$ cat src/rtl/imufp_pkg.sv
// Shared types and constants for the IMU frame parser with sum check.
package imufp_pkg;

	typedef logic signed [15:0] sample_t;
	typedef logic [7:0] byte_t;

	localparam byte_t HDR_BYTE   = 8'h55;
	localparam byte_t TYPE_FIRST = 8'h51;
	localparam byte_t TYPE_LAST  = 8'h54;

	// Byte position of the checksum within a frame (bytes 0..9 are summed).
	localparam logic [3:0] SUM_LEN     = 4'd10;
	localparam logic [3:0] FIRST_PAY   = 4'd2;
	localparam logic [3:0] LAST_HELD   = 4'd7;
	localparam int         HELD_BYTES  = 6;
	localparam int         N_SAMPLES   = 9;

	localparam logic [1:0] GRP_ACCEL = 2'd0;
	localparam logic [1:0] GRP_RATE  = 2'd1;
	localparam logic [1:0] GRP_ANGLE = 2'd2;
	localparam logic [1:0] GRP_MAG   = 2'd3;

	typedef enum logic [2:0] {
		PH_HUNT = 3'b001,
		PH_TYPE = 3'b010,
		PH_BODY = 3'b100
	} phase_t;

endpackage

$ cat src/rtl/imu_frame_parser_sum_check_unit.sv
// Top level of the IMU frame parser with header, type byte and sum check.
//
// Input channel: one received serial byte per item on rx_byte, in_valid/in_ready.
// The parser hunts for header 0x55, takes a type byte 0x51..0x54, eight payload
// bytes and a checksum byte. A frame whose 8-bit sum of the first ten bytes
// matches the checksum updates the acceleration, angular rate or angle triple
// (type 0x54 updates nothing) and emits one result item on out_valid/out_ready:
// group_updated and the full nine-value snapshot. Other bytes give no result.
// The result for a checksum byte is registered: the accepted byte sits in the
// input register, then the parse step writes the result register.
// Throughput: one byte per cycle while no result waits on a stalled receiver;
// the single parse step between input and result register sets this figure.
// When the receiver stalls with a result pending, the input register holds at
// most one more byte, and in_ready stays low until the result is taken.
// Reset clears the parser to hunting and all nine stored samples to zero; no
// result is pending after reset.
module imu_frame_parser_sum_check_unit (
	input  logic               clk,
	input  logic               arst_n,
	input  logic               in_valid,
	output logic               in_ready,
	input  imufp_pkg::byte_t   rx_byte,
	output logic               out_valid,
	input  logic               out_ready,
	output logic [1:0]         group_updated,
	output imufp_pkg::sample_t accel_x,
	output imufp_pkg::sample_t accel_y,
	output imufp_pkg::sample_t accel_z,
	output imufp_pkg::sample_t rate_x,
	output imufp_pkg::sample_t rate_y,
	output imufp_pkg::sample_t rate_z,
	output imufp_pkg::sample_t roll_angle,
	output imufp_pkg::sample_t pitch_angle,
	output imufp_pkg::sample_t yaw_angle
);
	import imufp_pkg::*;

	// input register
	logic    valid_s1;
	byte_t   byte_s1;

	// parser state
	phase_t     phase_q;
	logic [3:0] count_q;
	byte_t      sum_q;
	logic [1:0] kind_q;
	byte_t      held_q [HELD_BYTES];
	sample_t    store_q [N_SAMPLES];

	// result register
	logic       out_valid_q;
	logic [1:0] grp_q;
	sample_t    snap_q [N_SAMPLES];

	logic       advance;
	logic       emit;
	logic       type_ok;
	logic [2:0] held_idx;
	phase_t     phase_d;
	logic [3:0] count_d;
	byte_t      sum_d;
	sample_t    store_d [N_SAMPLES];
	sample_t    word [3];

	assign advance  = valid_s1 && (!out_valid_q || out_ready);
	assign in_ready = !valid_s1 || advance;
	assign type_ok  = (byte_s1 >= TYPE_FIRST) && (byte_s1 <= TYPE_LAST);
	assign held_idx = 3'(count_q - FIRST_PAY);

	always_ff @(posedge clk or negedge arst_n) begin
		if (!arst_n) begin
			valid_s1 <= 1'b0;
		end else if (in_ready) begin
			valid_s1 <= in_valid;
		end
	end

	always_ff @(posedge clk) begin
		if (in_ready && in_valid) begin
			byte_s1 <= rx_byte;
		end
	end

	// word n of the payload, little-endian from held bytes 2n and 2n+1
	always_comb begin
		for (int n = 0; n < 3; n++) begin
			word[n] = sample_t'({held_q[2*n+1], held_q[2*n]});
		end
	end

	always_comb begin
		phase_d = PH_HUNT;
		count_d = '0;
		sum_d   = '0;
		emit    = 1'b0;
		for (int i = 0; i < N_SAMPLES; i++) begin
			store_d[i] = store_q[i];
		end
		case (phase_q)
			PH_TYPE: begin
				if (type_ok) begin
					phase_d = PH_BODY;
					count_d = FIRST_PAY;
					sum_d   = sum_q + byte_s1;
				end
			end
			PH_BODY: begin
				if (count_q != SUM_LEN) begin
					phase_d = PH_BODY;
					count_d = count_q + 4'd1;
					sum_d   = sum_q + byte_s1;
				end else if (sum_q == byte_s1) begin
					emit = 1'b1;
					case (kind_q)
						GRP_ACCEL: begin
							for (int n = 0; n < 3; n++) store_d[n] = word[n];
						end
						GRP_RATE: begin
							for (int n = 0; n < 3; n++) store_d[3+n] = word[n];
						end
						GRP_ANGLE: begin
							for (int n = 0; n < 3; n++) store_d[6+n] = word[n];
						end
						default: begin
						end
					endcase
				end
			end
			default: begin
				// hunting; a rejected type byte never lands here as a header
				if (byte_s1 == HDR_BYTE) begin
					phase_d = PH_TYPE;
					count_d = 4'd1;
					sum_d   = byte_s1;
				end
			end
		endcase
	end

	always_ff @(posedge clk or negedge arst_n) begin
		if (!arst_n) begin
			phase_q <= PH_HUNT;
			count_q <= '0;
			sum_q   <= '0;
			kind_q  <= GRP_ACCEL;
			for (int i = 0; i < N_SAMPLES; i++) begin
				store_q[i] <= '0;
			end
		end else if (advance) begin
			phase_q <= phase_d;
			count_q <= count_d;
			sum_q   <= sum_d;
			if (phase_q == PH_TYPE && type_ok) begin
				kind_q <= 2'(byte_s1 - TYPE_FIRST);
			end
			for (int i = 0; i < N_SAMPLES; i++) begin
				store_q[i] <= store_d[i];
			end
		end
	end

	always_ff @(posedge clk) begin
		if (advance && phase_q == PH_BODY && count_q >= FIRST_PAY
				&& count_q <= LAST_HELD) begin
			held_q[held_idx] <= byte_s1;
		end
	end

	always_ff @(posedge clk or negedge arst_n) begin
		if (!arst_n) begin
			out_valid_q <= 1'b0;
		end else if (advance && emit) begin
			out_valid_q <= 1'b1;
		end else if (out_ready) begin
			out_valid_q <= 1'b0;
		end
	end

	always_ff @(posedge clk) begin
		if (advance && emit) begin
			grp_q <= kind_q;
			for (int i = 0; i < N_SAMPLES; i++) begin
				snap_q[i] <= store_d[i];
			end
		end
	end

	assign out_valid     = out_valid_q;
	assign group_updated = grp_q;
	assign accel_x       = snap_q[0];
	assign accel_y       = snap_q[1];
	assign accel_z       = snap_q[2];
	assign rate_x        = snap_q[3];
	assign rate_y        = snap_q[4];
	assign rate_z        = snap_q[5];
	assign roll_angle    = snap_q[6];
	assign pitch_angle   = snap_q[7];
	assign yaw_angle     = snap_q[8];

`ifndef SYNTHESIS
	a_phase_onehot: assert property (@(posedge clk) disable iff (!arst_n)
		$onehot(phase_q))
		else $error("parser phase not one-hot");

	a_body_count: assert property (@(posedge clk) disable iff (!arst_n)
		phase_q == PH_BODY |-> (count_q >= FIRST_PAY && count_q <= SUM_LEN))
		else $error("byte count out of range while gathering");

	a_result_from_checksum: assert property (@(posedge clk) disable iff (!arst_n)
		$rose(out_valid_q) |-> ($past(phase_q) == PH_BODY && $past(count_q) == SUM_LEN))
		else $error("result raised outside a checksum byte");

	a_hunt_stays: assert property (@(posedge clk) disable iff (!arst_n)
		advance && phase_q == PH_HUNT && byte_s1 != HDR_BYTE |=> phase_q == PH_HUNT)
		else $error("left hunting without a header byte");
`endif

endmodule
$ cat config.mk
export PLATFORM = sky130hd
export DESIGN_NAME = imu_frame_parser_sum_check_unit
export DESIGN_NICKNAME = d
export VERILOG_FILES = /design/src/rtl/imufp_pkg.sv /design/src/rtl/imu_frame_parser_sum_check_unit.sv
export SDC_FILE = /design/constraint.sdc
export NUM_CORES = 1
export LEC_CHECK = 0
export ABC_AREA = 1
export BUFFER_PORTS_ARGS = -buffer_cell sky130_fd_sc_hd__clkbuf_2
export CAP_MARGIN = 10
export CORE_MARGIN = 10
export CORE_UTILIZATION = 25
export CTS_CLUSTER_SIZE = 8
export DETAILED_ROUTE_END_ITERATION = 8
export GPL_ROUTABILITY_DRIVEN = 0
export GPL_TIMING_DRIVEN = 0
export SYNTH_ARGS = -nofsm -noshare
export SYNTH_HDL_FRONTEND = slang
export SYNTH_SLANG_ARGS = --single-unit
$ cat constraint.sdc
create_clock -name clk -period 10.3 [get_ports clk]
set_input_delay 1.03 -clock clk [delete_from_list [all_inputs] [get_ports clk]]
set_output_delay 1.03 -clock clk [all_outputs]
set_load 0.01 [all_outputs]
After elaboration in Yosys (flattened, before gate mapping). Memory sizes are Yosys's and may differ from the RTL's. Index checks and enable logic that the tools add are counted. Widths: inputs -> output; s select.

Register bits: 173. Bits in latches: 0. Bits in writable memories: 192. Bits in read-only memories: 0. Input port bits: 12. Output and inout port bits: 148. Logic and storage cells: 76. Memories: 2.

Memory list: snap_q (words 9, width 16, rd ports 9, clocked after Yosys merged registers in 0, wr ports 9, line imu_frame_parser_sum_check_unit.sv:53) `sample_t snap_q [N_SAMPLES];`; held_q (words 6, width 8, rd ports 6, clocked after Yosys merged registers in 0, wr ports 1, line imu_frame_parser_sum_check_unit.sv:47) `byte_t held_q [HELD_BYTES];`.

Add/sub/neg operators: 4. Multiply operators: 0. Divide/modulo/power cells: 0. $lt $le $gt $ge: 4. Equality and inequality tests: 7. Shifts and indexed selects: 0. Mux-type cells: 27. Bitwise operators: 0. Reduce and logical (&&, ||, !) cells: 15.

Operators with widths (number): $mux 144 (3); $mux 48 (3); $mux 8 (3); $pmux 8 s2 (1); $mux 1 (10); $add 8x8->8 (1); $eq 8x7->1 const B (1); $eq 8x8->1 (1); $ge 8x7->1 const B (1); $le 8x7->1 const B (1); $logic_and 1x1->1 (8); $pmux 4 s2 (1); $mux 3 (2); $pmux 3 s2 (1); $add 4x1->4 const B (1); $ge 4x2->1 const B (1); $le 4x3->1 const B (1); $mux 2 (2); $mux 4 (1); $ne 4x4->1 const B (1); $eq 3x2->1 const B (1); $eq 3x3->1 const B (1); $sub 3x2->3 const B (1); $eq 2x1->1 const B (1); other kinds (7) (9).

Depth between registers and ports, before layout.
Depth after elaboration: 8. Mapped depth: 12. Gate-level depth less buffers: 10.

Least setup slack after synthesis. No wires, ideal clock.

Kind: input to register. Start point: input port out_ready. End point: register grp_q[0], in the netlist group_updated[0], enable pin. Data arrival time: 7840 ps. Required time: 9647 ps. Setup slack: 1807 ps. Cell stages on the path: 7. Buffers on the path: 3. Cell sequence: inv_1 nand2_1 nand2_1 buf_2 clkbuf_1 clkbuf_1 nor2_1.

Word-level cells in the longest chain between the ends: 3.

Ends and longest elaborated chain: start, declared (line imu_frame_parser_sum_check_unit.sv:24) `input logic out_ready,`; $logic_or 1x1->1 (line imu_frame_parser_sum_check_unit.sv:65) `assign advance = valid_s1 && (!out_valid_q || out_ready);`; $logic_and 1x1->1 (line imu_frame_parser_sum_check_unit.sv:65); $logic_and 1x1->1 (line imu_frame_parser_sum_check_unit.sv:180) `if (advance && emit) begin`; end signal, assigned (line imu_frame_parser_sum_check_unit.sv:181) `grp_q <= kind_q;`; end, declared (line imu_frame_parser_sum_check_unit.sv:52) `logic [1:0] grp_q;`.

Every way passes these cells. A chain may end at the register's enable or synchronous reset.

==> reports/qor.txt <==
Post-Syn Nets: 1,632
Finished Layout Cells: 2,706
Sequential share of the synthesized area: 0.650
Yosys top cell area share: 0.389
Highest clock rate: 0.288 GHz
Fin. max-slew vios: 0
Initial antenna violation count: 0
Worst Path Arrival: 3.72 ns
Maximum VDD drop: 0.124 mV
PnR Total Power: 3.21 mW
Cts hold-fix bufs: 0
Post-synthesis mux area share: 0
Status: complete, no violations
Worst R2R Path Depth: 9
Netlist cell types: 33
Vias in the first global route: 11.8k
Die area: 72,800 sq um
Seq cells post-synth: 365
Area contributors post-synth: edfxtp_1 (39%), dfrtp_1 (26%), nand2_1 (13%)
Cells after Synth: 1,607
Net Switching: 0.706 mW
Total core area: 61,700 sq um
Setup Crit Path Kind: reg -> reg
Hold depth: 2
Post-CTS Setup Inserts: 0
Top post-synthesis cells by count: nand2_1 (542), inv_1 (225), edfxtp_1 (202)
Worst path required time: 10.55 ns
XOR/XNOR share of the synthesized area: 0.00329
CTS tree: done
Fin util: 0.309
GRT Residual Overflow: 0
Count of cells resized by post-cts repair: 0
Fin crit share: 0.337
Clock sink count: 365
Final-stage net count: 1,852
R2R Path End: snap_q[0][77]$_DFFE_PP_
Fin crit period: 3.47 ns
Width of the die: 270 microns
Combinational share of power: 0.025
Largest net degree at the start of global routing: 85
Post-layout instance area: 19,100 sq um
Post-synthesis compound-gate area fraction: 0.0380
Port bufs: 159
MaxCap Viol Count: 0
Final ANT Viol Nets: 0
Synth Cell Area: 15,600 sq um
Slew headroom: 0.400
DR WL/cell: 17.3 microns
Routed via count: 11.9k
GRT met3 Usage: 0.0202
Worst Hold Endpoint: store_q[93]$_DFFE_PN0P_
# IOs: 160
Clk buf depth: 3
Pwr Density: 168 nW/um^2
Crit path capture type: register
Register area: 10,100 sq um
Share of layout cells above drive strength 1: 0.136
Net Sw Frac: 0.220
CTS Root Cell: clkbuf_16
Area delta synth->final: 22.4%
Worst-Margin Slew: 0.890 ns
FFs w/ async S/R, synth: 0.447
Dpl cell area: 17,600 sq um
First-pass GRT wire length: 71.7 mm
Number of inserted diodes: 0
Clock Power Share: 0.489
Fin Clk Skew: 0.0283 ns
Post-Synth Simple-Gate Area: 0.220
Grt peak-use layer: met2
Reg power frac: 0.485
Remaining DRCs: 0
Top FF cell, synth: edfxtp_1
Startpoint types: register
Final setup fails: 0
GRT met2 Usage: 0.209
P_leak: 8.86 nW
Avg Cell Area, Syn: 9.71 sq um
1st-pass router iterations: 5
Site Rows: 91
Adder-cell share of the synthesized area: 0.0109
Reg2Reg Setup Slack: 6.83 ns
Internal: 2.51 mW
# fillers: 6,419
WL final: 46.8 mm
FF-to-FF Start: byte_s1[3]$_DFFE_PP_
HP Class: reg -> reg
Start point of the worst hold path: store_q[93]$_DFFE_PN0P_
EDFF count, synth: 202
Worst-Skew Late Latency: 0.58 ns
Inserted Clock Buffers: 52
Most frequent cell after synthesis: nand2_1
Area occupied by multi-input gates: 4260 sq um
Yosys warnings: 0
Die height: 270 microns
Initial Utilization: 0.253
GRT Resource Usage Total: 0.125
Largest family of logic cells by synthesized area: simple AND/OR/NAND/NOR gates
Max H-tree Level: 2
Met1 Use GR: 0.159
Clk slew on worst S/H paths: 0.05 ns
Post-DP HPWL: 33.2 mm
RSZ-0062 raised after global routing: false
Yosys top cell by area: edfxtp_1
Starting DRC count in detailed routing: 976
DR vias/cell: 4.39
Final Hold Fails: 0
Hold WS: 0.475 ns
DP Cell Count: 2,608
Worst-path fanout max: 37
## metrics by stage
step / TNS [ns] / worst slack, ns
after floorplan: 0 / 1.81
after global placement: -243.30 / -1.69
after detailed placement: 0 / 6.26
after CTS: 0 / 6.73
after global routing: 0 / 6.67
final: 0 / 6.83
## metal layers
layer / wire (microns) / up-vias
li1: - / 5612
met1: 20100 / 5781
met2: 22400 / 394
met3: 2540 / 96
met4: 1760 / 0
met5: 0 / -
## cells in the final DEF (no fill, tap or decap), types with 3 or more instances in the layout
cell / n
a21oi_1: 10
edfxtp_1: 202
buf_1: 10
nand2_1: 542
o21ai_1: 62
and2_1: 48
nor2_1: 20
dfrtp_1: 162
clkbuf_1: 92
ha_1: 12
nor3_1: 4
xor2_1: 3
clkbuf_2: 158
buf_2: 16
o21ai_0: 44
nor2_4: 3
nand3_1: 119
inv_1: 225
buf_12: 4
clkbuf_16: 52
nand4_1: 52
clkinv_8: 3
## area by class of cell
class,instances,share of cell area
sequential,365,0.531
multi-input combinational,932,0.223
clock buffer,90,0.0756
tap,837,0.0549
timing repair buffer,166,0.0484
inverter,227,0.0446
buffer,83,0.0185
clock inverter,6,0.00347
## worst max-delay path, cell delays in order (launching register included)
cell	delay, ns
edfxtp_1	0.76
ha_1	0.34
clkbuf_1	0.21
nor2_1	0.18
nand2_1	0.08
nor2_1	0.14
nand3_1	0.23
nor2_4	0.66
buf_12	0.27
buf_12	0.24
## power groups by stage
| stage | Sequential, mW | Clock, mW | Combinational, mW |
|---|---|---|---|
| 2_1_floorplan | 1.58 | 0 | 0.0421 |
| 4_1_cts | 1.56 | 1.61 | 0.0817 |
| 6_report | 1.56 | 1.57 | 0.0807 |
| 3_3_place_gp | 1.59 | 0 | 0.0775 |
| 3_5_place_dp | 1.59 | 0 | 0.0813 |
| 5_1_grt | 1.56 | 1.68 | 0.0909 |
## state kept, by name, summed over array words and instances (netlist names)
| signal | cells |
|---|---|
| held_q | 48 |
| valid_s1 | 1 |
| out_valid | 1 |
| kind_q | 2 |
| group_updated | 2 |
| sum_q | 8 |
| snap_q | 144 |
| phase_q | 3 |
| store_q | 144 |
| byte_s1 | 8 |
| count_q | 4 |
## logic make-up (layout without fill, tap and decap cells)
kind of cell	after synthesis	count (layout)
compound gates	118	118
simple gates	796	796
buf+inv	310	572
fa+ha+maj	13	13
flops	365	365
xor+xnor	5	5
## worst max path at each step
stage	from	to	depth (start not counted)
detailed placement	out_ready	snap_q[0][1]$_DFFE_PP_	10
CTS	byte_s1[3]$_DFFE_PP_	snap_q[0][29]$_DFFE_PP_	9
global placement	out_ready	snap_q[0][1]$_DFFE_PP_	8
finish	byte_s1[3]$_DFFE_PP_	snap_q[0][77]$_DFFE_PP_	9
floorplan	out_ready	group_updated[0]$_DFFE_PP_	7
global route	byte_s1[3]$_DFFE_PP_	snap_q[0][77]$_DFFE_PP_	9
Power figures use the tool's default switching activity.
